===== src/rtl/lrts_pkg.sv =====
// Package for the longest-remaining-time scheduler core.
// Holds sizes and the command and result types used by the rtl files, and the engine's candidate compare.
// Depends on nothing.
package lrts_pkg;

  localparam int JOB_SLOTS  = 16;
  localparam int TIME_BITS  = 16;
  localparam int SLOT_BITS  = $clog2(JOB_SLOTS);
  localparam int CAND_N     = 1 << SLOT_BITS;
  localparam int RCNT_BITS  = $clog2(SLOT_BITS + 1);
  localparam int FIELD_BITS = 16;
  localparam int SLOTF_BITS = 4;

  // Opcodes of an input item.
  localparam logic OP_LOAD = 1'b0;
  localparam logic OP_TICK = 1'b1;

  // Command kinds after classification by the front end.
  localparam logic [1:0] CMD_NOP  = 2'd0;
  localparam logic [1:0] CMD_LOAD = 2'd1;
  localparam logic [1:0] CMD_TICK = 2'd2;

  typedef struct packed {
    logic [1:0]            kind;
    logic [SLOT_BITS-1:0]  slot;
    logic [FIELD_BITS-1:0] arrival;
    logic [FIELD_BITS-1:0] burst;
  } cmd_t;

  typedef struct packed {
    logic                  ran_valid;
    logic [SLOTF_BITS-1:0] ran_slot;
    logic [FIELD_BITS-1:0] tick_start;
    logic                  job_finished;
    logic [FIELD_BITS-1:0] completion_time;
    logic [FIELD_BITS-1:0] turnaround_time;
    logic [FIELD_BITS-1:0] waiting_time;
  } res_t;

  typedef struct packed {
    logic                  valid;
    logic [SLOT_BITS-1:0]  slot;
    logic [FIELD_BITS-1:0] rem;
  } cand_t;

  // Keeps the lower-slot candidate unless the upper one has strictly more work left.
  function automatic cand_t cand_better(cand_t lo, cand_t hi);
    cand_t r;
    r = lo;
    if (hi.valid && (!lo.valid || hi.rem > lo.rem)) begin
      r = hi;
    end
    return r;
  endfunction

endpackage


===== src/rtl/lrts_front.sv =====
// Front end of the scheduler: accepts input items, classifies them and queues commands.
// Depends on lrts_pkg.
module lrts_front
  import lrts_pkg::*;
(
  input  logic                  clk,
  input  logic                  rst,
  input  logic                  push,
  output logic                  full,
  input  logic                  opcode,
  input  logic [SLOTF_BITS-1:0] job_slot,
  input  logic [FIELD_BITS-1:0] arrival_time,
  input  logic [FIELD_BITS-1:0] burst_time,
  output logic                  cmd_valid,
  output cmd_t                  cmd,
  input  logic                  cmd_pop
);

  cmd_t       mem [2];
  logic       wr_ptr;
  logic       rd_ptr;
  logic [1:0] count;
  logic       push_ok;
  logic       pop_ok;
  cmd_t       cmd_in;

  // A load aimed past the last slot is turned into a no-op here.
  always_comb begin
    cmd_in.slot    = SLOT_BITS'(job_slot);
    cmd_in.arrival = arrival_time;
    cmd_in.burst   = burst_time;
    if (opcode == OP_TICK) begin
      cmd_in.kind = CMD_TICK;
    end else if (32'(job_slot) < JOB_SLOTS) begin
      cmd_in.kind = CMD_LOAD;
    end else begin
      cmd_in.kind = CMD_NOP;
    end
  end

  assign full      = (count == 2'd2);
  assign cmd_valid = (count != 2'd0);
  assign push_ok   = push && !full;
  assign pop_ok    = cmd_pop && cmd_valid;
  assign cmd       = mem[rd_ptr];

  always_ff @(posedge clk) begin
    if (rst) begin
      wr_ptr <= 1'b0;
      rd_ptr <= 1'b0;
      count  <= 2'd0;
    end else begin
      if (push_ok) begin
        wr_ptr <= ~wr_ptr;
      end
      if (pop_ok) begin
        rd_ptr <= ~rd_ptr;
      end
      if (push_ok && !pop_ok) begin
        count <= count + 2'd1;
      end else if (pop_ok && !push_ok) begin
        count <= count - 2'd1;
      end
    end
  end

  always_ff @(posedge clk) begin
    if (push_ok) begin
      mem[wr_ptr] <= cmd_in;
    end
  end

endmodule


===== src/rtl/lrts_engine.sv =====
// Back end of the scheduler: slot state, admission, max search and per-tick update.
// Depends on lrts_pkg.
module lrts_engine
  import lrts_pkg::*;
(
  input  logic clk,
  input  logic rst,
  input  logic cmd_valid,
  input  cmd_t cmd,
  output logic cmd_pop,
  input  logic res_full,
  output logic res_push,
  output res_t res
);

  localparam logic [1:0] S_IDLE   = 2'd0;
  localparam logic [1:0] S_ADMIT  = 2'd1;
  localparam logic [1:0] S_REDUCE = 2'd2;
  localparam logic [1:0] S_APPLY  = 2'd3;

  localparam logic [TIME_BITS-1:0] TIME_MAX = '1;

  logic [1:0]            state;
  logic [RCNT_BITS-1:0]  rcnt;
  logic [TIME_BITS-1:0]  current_time;
  logic [JOB_SLOTS-1:0]  slot_loaded;
  logic [JOB_SLOTS-1:0]  slot_admitted;
  logic [FIELD_BITS-1:0] slot_arrival   [JOB_SLOTS];
  logic [FIELD_BITS-1:0] slot_remaining [CAND_N];
  logic [FIELD_BITS-1:0] slot_waiting   [JOB_SLOTS];
  cand_t                 cand [CAND_N];

  logic [JOB_SLOTS-1:0]  adm_next;
  logic [CAND_N-1:0]     cand_live;
  logic [TIME_BITS-1:0]  time_inc;
  logic                  apply_go;
  logic                  fin;
  cand_t                 win;

  always_comb begin
    for (int i = 0; i < JOB_SLOTS; i++) begin
      adm_next[i] = slot_admitted[i] |
                    (slot_loaded[i] && (32'(slot_arrival[i]) <= 32'(current_time)));
    end
  end

  assign cand_live = CAND_N'(slot_loaded & adm_next);
  assign win      = cand[0];
  assign cmd_pop  = (state == S_IDLE) && cmd_valid;
  assign apply_go = (state == S_APPLY) && !res_full;
  assign res_push = apply_go;
  assign fin      = win.valid && (win.rem == FIELD_BITS'(1));
  assign time_inc = (current_time != TIME_MAX) ? current_time + TIME_BITS'(1) : current_time;

  always_comb begin
    res = '0;
    res.tick_start = FIELD_BITS'(current_time);
    if (win.valid) begin
      res.ran_valid = 1'b1;
      res.ran_slot  = SLOTF_BITS'(win.slot);
    end
    if (fin) begin
      res.job_finished    = 1'b1;
      res.completion_time = FIELD_BITS'(time_inc);
      res.turnaround_time = FIELD_BITS'(time_inc) - slot_arrival[win.slot];
      res.waiting_time    = slot_waiting[win.slot];
    end
  end

  // Control state.
  always_ff @(posedge clk) begin
    if (rst) begin
      state         <= S_IDLE;
      rcnt          <= '0;
      current_time  <= '0;
      slot_loaded   <= '0;
      slot_admitted <= '0;
    end else begin
      case (state)
        S_IDLE: begin
          if (cmd_valid) begin
            if (cmd.kind == CMD_TICK) begin
              state <= S_ADMIT;
            end else if (cmd.kind == CMD_LOAD) begin
              slot_loaded[cmd.slot]   <= (cmd.burst != '0);
              slot_admitted[cmd.slot] <= 1'b0;
            end
          end
        end
        S_ADMIT: begin
          slot_admitted <= adm_next;
          rcnt          <= '0;
          state         <= S_REDUCE;
        end
        S_REDUCE: begin
          rcnt <= rcnt + RCNT_BITS'(1);
          if (rcnt == RCNT_BITS'(SLOT_BITS - 1)) begin
            state <= S_APPLY;
          end
        end
        S_APPLY: begin
          if (!res_full) begin
            current_time <= time_inc;
            if (fin) begin
              slot_loaded[win.slot]   <= 1'b0;
              slot_admitted[win.slot] <= 1'b0;
            end
            state <= S_IDLE;
          end
        end
        default: begin
          state <= S_IDLE;
        end
      endcase
    end
  end

  // Slot payload and candidate tree.
  always_ff @(posedge clk) begin
    if (cmd_pop && cmd.kind == CMD_LOAD) begin
      slot_arrival[cmd.slot]   <= cmd.arrival;
      slot_remaining[cmd.slot] <= cmd.burst;
      slot_waiting[cmd.slot]   <= '0;
    end
    if (state == S_ADMIT) begin
      for (int i = 0; i < CAND_N; i++) begin
        cand[i].valid <= cand_live[i];
        cand[i].slot  <= SLOT_BITS'(i);
        cand[i].rem   <= slot_remaining[i];
      end
    end
    // Each pass halves the live candidates; the winner lands in entry zero.
    if (state == S_REDUCE) begin
      for (int i = 0; i < CAND_N / 2; i++) begin
        cand[i] <= cand_better(cand[2 * i], cand[2 * i + 1]);
      end
    end
    if (apply_go && win.valid) begin
      for (int i = 0; i < JOB_SLOTS; i++) begin
        if (slot_loaded[i] && slot_admitted[i] && (SLOT_BITS'(i) != win.slot) &&
            (slot_waiting[i] != '1)) begin
          slot_waiting[i] <= slot_waiting[i] + FIELD_BITS'(1);
        end
      end
      slot_remaining[win.slot] <= win.rem - FIELD_BITS'(1);
    end
  end

  a_idle_not_finished: assert property (@(posedge clk) disable iff (rst)
    res_push |-> (res.ran_valid || !res.job_finished))
    else $error("finished flag on an idle tick");

  a_admitted_loaded: assert property (@(posedge clk) disable iff (rst)
    (slot_admitted & ~slot_loaded) == '0)
    else $error("slot admitted without a loaded job");

  a_push_then_idle: assert property (@(posedge clk) disable iff (rst)
    res_push |=> (state == S_IDLE))
    else $error("engine did not return to idle after a result");

  a_time_only_on_apply: assert property (@(posedge clk) disable iff (rst)
    (state != S_APPLY) |=> $stable(current_time))
    else $error("time moved outside a tick update");

endmodule


===== src/rtl/lrts_res_fifo.sv =====
// Two-entry result queue between the scheduler engine and the result port.
// Depends on lrts_pkg.
module lrts_res_fifo
  import lrts_pkg::*;
(
  input  logic clk,
  input  logic rst,
  input  logic res_push,
  input  res_t res_in,
  output logic res_full,
  input  logic pop,
  output logic empty,
  output res_t res_out
);

  res_t       mem [2];
  logic       wr_ptr;
  logic       rd_ptr;
  logic [1:0] count;
  logic       push_ok;
  logic       pop_ok;

  assign res_full = (count == 2'd2);
  assign empty    = (count == 2'd0);
  assign push_ok  = res_push && !res_full;
  assign pop_ok   = pop && !empty;
  assign res_out  = mem[rd_ptr];

  always_ff @(posedge clk) begin
    if (rst) begin
      wr_ptr <= 1'b0;
      rd_ptr <= 1'b0;
      count  <= 2'd0;
    end else begin
      if (push_ok) begin
        wr_ptr <= ~wr_ptr;
      end
      if (pop_ok) begin
        rd_ptr <= ~rd_ptr;
      end
      if (push_ok && !pop_ok) begin
        count <= count + 2'd1;
      end else if (pop_ok && !push_ok) begin
        count <= count - 2'd1;
      end
    end
  end

  always_ff @(posedge clk) begin
    if (push_ok) begin
      mem[wr_ptr] <= res_in;
    end
  end

endmodule


===== src/rtl/longest_remaining_time_scheduler_core.sv =====
// Top level of the longest-remaining-time-first scheduler core.
// Depends on lrts_pkg, lrts_front, lrts_engine and lrts_res_fifo.
//
// Usage: items enter through a queue-style port. A transfer happens on a rising edge
// with push high and full low. Opcode load writes a job (arrival, burst) into a slot;
// opcode tick runs one scheduler time unit. Loads give no result; every tick gives
// exactly one result. Results leave through a second queue-style port: the oldest
// result sits on the result ports while empty is low and is transferred on an edge
// with pop high.
// Flow: a two-entry command queue sits in front of the engine and a two-entry
// result queue behind it. A load is carried out as the engine takes it. A tick
// takes the command, admits arrived jobs, runs one pass per level of the max-search
// tree, each pass halving the candidate set, and then updates the slots and writes
// the result, waiting there while the result queue is full. The tree passes set
// the tick rate.
// Reset (rst, synchronous) empties both queues, sets time to zero and frees all slots.
// When the receiver stops popping, the result queue fills, the engine holds its
// finished tick, the command queue fills and full rises; nothing is lost.
module longest_remaining_time_scheduler_core
  import lrts_pkg::*;
(
  input  logic                  clk,
  input  logic                  rst,
  input  logic                  push,
  output logic                  full,
  input  logic                  opcode,
  input  logic [SLOTF_BITS-1:0] job_slot,
  input  logic [FIELD_BITS-1:0] arrival_time,
  input  logic [FIELD_BITS-1:0] burst_time,
  output logic                  empty,
  input  logic                  pop,
  output logic                  ran_valid,
  output logic [SLOTF_BITS-1:0] ran_slot,
  output logic [FIELD_BITS-1:0] tick_start,
  output logic                  job_finished,
  output logic [FIELD_BITS-1:0] completion_time,
  output logic [FIELD_BITS-1:0] turnaround_time,
  output logic [FIELD_BITS-1:0] waiting_time
);

  logic cmd_valid;
  cmd_t cmd;
  logic cmd_pop;
  logic res_full;
  logic res_push;
  res_t res;
  res_t res_out;

  // The front end classifies each item and queues it for the engine.
  lrts_front u_front (
    .clk          (clk),
    .rst          (rst),
    .push         (push),
    .full         (full),
    .opcode       (opcode),
    .job_slot     (job_slot),
    .arrival_time (arrival_time),
    .burst_time   (burst_time),
    .cmd_valid    (cmd_valid),
    .cmd          (cmd),
    .cmd_pop      (cmd_pop)
  );

  // The engine holds all slot state and carries out loads and ticks.
  lrts_engine u_engine (
    .clk       (clk),
    .rst       (rst),
    .cmd_valid (cmd_valid),
    .cmd       (cmd),
    .cmd_pop   (cmd_pop),
    .res_full  (res_full),
    .res_push  (res_push),
    .res       (res)
  );

  // Finished tick results wait here until the receiver pops them.
  lrts_res_fifo u_res_fifo (
    .clk      (clk),
    .rst      (rst),
    .res_push (res_push),
    .res_in   (res),
    .res_full (res_full),
    .pop      (pop),
    .empty    (empty),
    .res_out  (res_out)
  );

  assign ran_valid       = res_out.ran_valid;
  assign ran_slot        = res_out.ran_slot;
  assign tick_start      = res_out.tick_start;
  assign job_finished    = res_out.job_finished;
  assign completion_time = res_out.completion_time;
  assign turnaround_time = res_out.turnaround_time;
  assign waiting_time    = res_out.waiting_time;

endmodule


===== config.mk =====
export PLATFORM = sky130hd
export DESIGN_NAME = longest_remaining_time_scheduler_core
export DESIGN_NICKNAME = d
export VERILOG_FILES = /design/src/rtl/lrts_pkg.sv /design/src/rtl/lrts_front.sv /design/src/rtl/lrts_engine.sv /design/src/rtl/lrts_res_fifo.sv /design/src/rtl/longest_remaining_time_scheduler_core.sv
export SDC_FILE = /design/constraint.sdc
export NUM_CORES = 2
export LEC_CHECK = 0
export BUFFER_PORTS_ARGS = -buffer_cell sky130_fd_sc_hd__buf_2
export CAP_MARGIN = 0
export CORE_MARGIN = 2
export CORE_UTILIZATION = 50
export CTS_BUF_LIST = sky130_fd_sc_hd__clkbuf_16
export DETAILED_ROUTE_END_ITERATION = 10
export PLACE_DENSITY_LB_ADDON = 0.08
export SLEW_MARGIN = 20
export SYNTH_ARGS = -nofsm -noshare
export SYNTH_HDL_FRONTEND = slang
export SYNTH_SLANG_ARGS = --single-unit

===== constraint.sdc =====
create_clock -name clk -period 13.4 [get_ports clk]
set_input_delay 2.68 -clock clk [delete_from_list [all_inputs] [get_ports clk]]
set_output_delay 2.68 -clock clk [all_outputs]
set_load 0.02 [all_outputs]

Yosys cells after proc, flatten, opt, wreduce, memory -nomap -nowiden

Memory sizes are Yosys's and may differ from the RTL's. A register that Yosys moved wholly into a read port is not among the register bits.
Index checks and enable logic that the tools add are counted.

Memories kept: 6
Output and inout port bits: 72
Flip-flop bits (word level): 61
Bits of input ports: 41
Memory bits (writable): 1,320

Memories:

| name                    | depth | bits a word | rd ports | clocked after memory_dff | write ports | line                | RTL |
|---|---|---|---|---|---|---|---|
| u_engine.cand           | 16    | 21          | 16       | 0                        | 16          | lrts_engine.sv:31   | `cand_t cand [CAND_N];` |
| u_engine.slot_arrival   | 16    | 16          | 17       | 0                        | 1           | lrts_engine.sv:28   | `logic [FIELD_BITS-1:0] slot_arrival [JOB_SLOTS];` |
| u_engine.slot_remaining | 16    | 16          | 16       | 0                        | 1           | lrts_engine.sv:29   | `logic [FIELD_BITS-1:0] slot_remaining [CAND_N];` |
| u_engine.slot_waiting   | 16    | 16          | 17       | 0                        | 16          | lrts_engine.sv:30   | `logic [FIELD_BITS-1:0] slot_waiting [JOB_SLOTS];` |
| u_res_fifo.mem          | 2     | 70          | 1        | 1                        | 1           | lrts_res_fifo.sv:16 | `res_t mem [2];` |
| u_front.mem             | 2     | 38          | 1        | 1                        | 1           | lrts_front.sv:19    | `cmd_t mem [2];` |

Bitwise operators: 35
Magnitude comparators: 28
Multiplexer cells: 125
Add/sub/neg operators: 24
Reduce and logical (&&, ||, !) cells: 126
Equality and inequality tests: 48

Operator list:

| kind                                                                    | number |
|---|---|
| 21-bit two-way mux                                                      | 24 |
| 16-bit by 1-bit adder with 16-bit output (second input constant)        | 17 |
| 16-bit inequality test (second input constant)                          | 17 |
| 16-bit less-or-equal comparator                                         | 16 |
| 16-bit two-way mux                                                      | 13 |
| 16-bit > comparator                                                     | 8 |
| 1-bit logical AND                                                       | 87 |
| 1-bit two-way mux                                                       | 68 |
| 16-bit bitwise AND                                                      | 4 |
| 49-bit two-way mux                                                      | 1 |
| 16-bit one-hot mux with 3 select lines                                  | 1 |
| 4-bit inequality test (first input constant)                            | 8 |
| 16-bit NOT                                                              | 2 |
| 16-bit one-hot mux with 2 select lines                                  | 1 |
| 16-bit OR reduction                                                     | 2 |
| 1-bit OR                                                                | 24 |
| 2-bit two-way mux                                                       | 9 |
| 16-bit bitwise mux                                                      | 1 |
| 16-bit by 1-bit == test with 1-bit output (second input constant)       | 1 |
| 3-bit by 4-bit inequality test with 1-bit output (first input constant) | 4 |
| 16-bit nonzero test                                                     | 1 |
| 16-bit by 1-bit subtractor with 16-bit output (second input constant)   | 1 |
| 16-bit subtractor                                                       | 1 |
| 1-bit zero test                                                         | 15 |
| other kinds (26)                                                        | 60 |

Longest topological paths before layout

Word-level depth: 10
Mapped depth: 19
Depth with buffers taken out: 15

Modules after synthesis

Synthesis repeated with hierarchy kept, for this count alone.

Cell total of the unflattened synthesis: 5,183
Area total of the unflattened synthesis: 67,400.9 um^2

By module, submodules not included:

| module        | seq. area each (um^2) | times used | area each (um^2) | cells each |
|---|---|---|---|---|
| lrts_engine   | 32,921.6              | 1          | 59,189.3         | 4,796 |
| lrts_res_fifo | 4,304.1               | 1          | 5,250.0          | 243 |
| lrts_front    | 2,382.3               | 1          | 2,961.6          | 144 |

Worst setup path before layout

OpenSTA, ideal clock, no wires.

Path type: flip-flop to flip-flop
Start point: register u_engine.state[1]
End point: memory u_engine.cand[0][0] (netlist bit) (enable)
Clock period less this slack: 5,580 ps
Data required time: 12,988 ps
Path slack: 7,820 ps
Path buffers: 0
Arrival: 5,168 ps
Cell stages (with the launch flop): 5
Setup time: 412 ps
Cell sequence: dfxtp_1 inv_1 ha_1 mux2i_1 a31oi_1

RTL lines:

| element                  | line              | RTL |
|---|---|---|
| start: declaration       | lrts_engine.sv:23 | `logic [1:0] state;` |
| start signal: assignment | lrts_engine.sv:73 | `state <= S_IDLE;` |
| start signal: assignment | lrts_engine.sv:83 | `state <= S_ADMIT;` |
| start signal: assignment | lrts_engine.sv:93 | `state <= S_REDUCE;` |
| end: declaration         | lrts_engine.sv:31 |  |

==> flow_summary.json <==
{
  "grt_remaining_overflow": 0,
  "grt_max_degree": 138,
  "cts_tree": "yes",
  "p_seq_share_pct": 45.7,
  "dp_hpwl_mm": 125,
  "holdPathEnd": "u_engine.cand[1][95]",
  "layout-drive-gt1-share_pct": 14.0,
  "postCtsSetupRepairBufs": 0,
  "synth_area_leader_cell": "edfxtp_1",
  "io-pin-count": 113,
  "drtPass1Iterations": 6,
  "ys_warn_count": 0,
  "layout.cells.non_filler": 7048,
  "async_flop_share_pct": 0,
  "synth.area.top_cells": "edfxtp_1, ha_1, mux4_2, nor2_1, dfxtp_1",
  "worst_slew_pin_slew_ns": 1.14,
  "grt_pass1_vias": 40700,
  "root_buffer": "clkbuf_16",
  "crit_arrival_ns": 2.67,
  "num_vias": 41800,
  "gp_congestion": 0.923,
  "die-width_um": 368,
  "synth_top_flop_cell": "edfxtp_1",
  "clockBufferDepth": 3,
  "required_ns": 10.72,
  "initial_core_util_pct": 50.4,
  "syn_area_mm2": 0.0663,
  "synth_fp_nets": 5456,
  "status": "complete, no violations",
  "ys_ff_latch": 1340,
  "switching_share_pct": 29.5,
  "drv_cap": 0,
  "comb_power_share_pct": 19.2,
  "cts_buffers": 148,
  "period_share_pct": 40.0,
  "dp_cells": 6767,
  "clk_pin_slew_worst_paths_ns": 0.06,
  "nNetsFinal": 5629,
  "h-tree-depth": 4,
  "critPathTopFamily": "buffers and inverters",
  "die_h_um": 368,
  "setup-tns-final_ns": 0,
  "rsz0062_at_grt": "no",
  "grt_first_pass_wirelength_mm": 261,
  "clkPwrFrac_pct": 35.1,
  "worstSetupEndpointType": "output port",
  "holdPathStages": 0,
  "hold_path_class": "reg -> reg",
  "core_mm2": 0.131,
  "hold_viol": 0,
  "path_buf_inv": 2,
  "p_leak_uw": 0.0262,
  "cts.repair.resized": 0,
  "path_cells": "buf_4, mux2_2, buf_2",
  "area_growth_pct": 11.8,
  "fin_crit_ns": 5.35,
  "crit_fanout": 57,
  "port_buffers": 112,
  "hold_path.startpoint": "u_engine.slot_remaining[12][11]",
  "ant_nets": 0,
  "synth.distinct_cells": 79,
  "track_usage_pct": 25.9,
  "skew_ns": 0.0302,
  "clock.fmax_mhz": 187,
  "yosysTopAreaCellShare_pct": 57.8,
  "irDropWorstVdd_mv": 0.136,
  "clk_latency_ns": 0.80,
  "p_total_uw": 11700,
  "die_area_mm2": 0.136,
  "timing.rr.end": "u_res_fifo.mem[0][30]",
  "p_int_uw": 8230,
  "finalMaxSlewViolations": 0,
  "path_class": "reg -> out",
  "routed_via_density": 5.93,
  "ys_seq_area_share_pct": 59.7,
  "postCtsHoldBufs": 0,
  "relSlewSlack_pct": 23.6,
  "drtIter0Drc": 4112,
  "cpMaxStageDelayCell": "buf_4",
  "rows": 133,
  "synthCells": 4989,
  "drt_wl_total_mm": 176,
  "antenna_found_initial": 5,
  "wl_per_cell_um": 25.0,
  "rr_worst_depth": 14,
  "p_switching_uw": 3450,
  "regToRegStartpoint": "u_engine.cand[0][16]",
  "synth-edff-count": 1277,
  "r2r_slack_ns": 8.31,
  "power_density_mw_per_mm2": 158,
  "cts_sinks": 1340,
  "start_kind": "register",
  "drc": 0,
  "setup_violations": 0,
  "syn_avg_cell_area_um2": 13.3,
  "max_stage_delay_ns": 0.68
}
## kinds of logic after synthesis
family	Yosys count	synth area share [%]
AO/OA/AOI/OAI	730	7.20
multiplexers	364	8.68
XOR/XNOR	268	3.58
adder cells (fa/ha/maj)	427	8.07
buffers and inverters	414	2.49
AND/OR/NAND/NOR	1446	10.2
flip-flops	1340	59.7
## layer usage
layer / routed length (µm) / global-route usage [%] / vias up
met5: 29 / 0 / -
met4: 5430 / 8.48 / 4
met3: 12200 / 5.07 / 256
met2: 79500 / 39.7 / 1373
met1: 79000 / 37.1 / 20900
li1: - / - / 19200
## registers in the layout (all words and copies together), names as in the netlist, named ones only
register / cells
u_engine.slot_loaded: 16
u_engine.cand: 293
u_res_fifo.count: 2
u_res_fifo.wr_ptr: 1
u_engine.slot_admitted: 16
u_engine.rcnt: 3
u_engine.slot_remaining: 256
u_front.wr_ptr: 1
u_res_fifo.rd_ptr: 1
u_front.count: 2
u_engine.current_time: 16
u_engine.slot_arrival: 256
u_res_fifo.mem: 140
u_front.rd_ptr: 1
u_engine.state: 2
u_front.mem: 76
u_engine.slot_waiting: 256
## power by group through the flow
stage | sequential (µW) | clock, µW | combinational (µW)
6_report | 5340 | 4100 | 2250
5_1_grt | 5360 | 4330 | 2440
3_3_place_gp | 5410 | 0 | 2220
4_1_cts | 5330 | 4180 | 2250
2_1_floorplan | 5350 | 0 | 1490
3_5_place_dp | 5420 | 0 | 2240
## area by class of cell
class / count / area [µm²]
Clock inverter: 127 / 1210
Multi-Input combinational cell: 3235 / 25200
Clock buffer: 148 / 3700
Sequential cell: 1340 / 39600
Tap cell: 1755 / 2200
Timing Repair Buffer: 199 / 1240
Antenna cell: 6 / 15.0
Fill cell: 10700 / 57400
Inverter: 238 / 896
## cell usage after synthesis (all sizes together), types with 50 or more instances
library cell  instances
nor2b                76
xor2                144
xnor2               122
o21ai               195
and3                 84
mux4                154
buf                  50
a21oi               141
ha                  425
nand3               151
edfxtp             1277
dfxtp                63
o21a                112
clkbuf              126
inv                 237
nand4               114
nor2                534
mux2i               106
nand2               319
a21o                 75
mux2                104
## cells in the final DEF (no fill, tap or decap), types with 19 or more instances in the layout
| cell | synthesis | layout |
|---|---|---|
| a211oi_1 | 30 | 30 |
| a21o_1 | 75 | 75 |
| a21oi_1 | 140 | 129 |
| a221oi_1 | 19 | 19 |
| a31o_2 | 21 | 21 |
| a31oi_1 | 30 | 28 |
| and2_1 | 29 | 29 |
| and3_1 | 84 | 81 |
| buf_2 | 25 | 112 |
| buf_4 | 0 | 85 |
| clkbuf_16 | 0 | 148 |
| clkinv_1 | 1 | 25 |
| clkinv_2 | 0 | 28 |
| clkinvlp_4 | 0 | 19 |
| dfxtp_1 | 63 | 61 |
| edfxtp_1 | 1277 | 1277 |
| ha_1 | 425 | 422 |
| inv_1 | 234 | 254 |
| mux2_2 | 104 | 104 |
| mux2i_1 | 106 | 106 |
| mux4_2 | 139 | 139 |
| nand2_1 | 318 | 318 |
| nand3_1 | 151 | 150 |
| nand4_1 | 114 | 114 |
| nor2_1 | 534 | 531 |
| nor2b_1 | 76 | 75 |
| nor3_1 | 40 | 40 |
| nor4_1 | 26 | 26 |
| o21a_1 | 112 | 112 |
| o21ai_0 | 191 | 170 |
| o21ai_1 | 3 | 19 |
| o22ai_1 | 19 | 19 |
| xnor2_1 | 122 | 122 |
| xor2_1 | 144 | 144 |
## worst max-delay path by stage
| stage | from | cells past startpoint | to |
|---|---|---|---|
| 3_3_place_gp | u_engine.cand[0][16] | 14 | u_res_fifo.mem[0][30] |
| 6_report | register | 3 | waiting_time[3] |
| 2_1_floorplan | u_engine.state[1] | 4 | u_engine.cand[0][0] |
| 5_1_grt | register | 3 | waiting_time[3] |
| 4_1_cts | register | 3 | waiting_time[3] |
| 3_5_place_dp | u_engine.cand[0][16] | 14 | u_res_fifo.mem[0][30] |
## worst reg2reg max path: stages (launching register included)
cell	delay [ns]
edfxtp_1	0.41
buf_12	0.52
buf_4	0.88
mux4_1	0.68
a22oi_1	0.28
nand2_1	0.22
inv_1	0.10
ha_1	0.25
and3_1	0.19
a311oi_4	0.40
o31ai_4	0.16
a211o_1	0.29
a21oi_1	0.17
xor2_1	0.16
nor2_1	0.07
## metrics by stage
step | hold slack (ns) | util (%) | setup slack (ns) | instance area (µm²)
2_1_floorplan | 0.400 | - | 7.82 | 66300
3_3_place_gp | 0.400 | 52.6 | 8.41 | 69200
3_5_place_dp | 0.405 | 52.6 | 8.35 | 69200
4_1_cts | 0.410 | 56.4 | 7.99 | 74100
5_1_grt | 0.419 | 56.4 | 7.92 | 74100
6_report | 0.403 | 56.4 | 8.05 | 74100
Note: power is estimated with default switching activity, not from simulation.
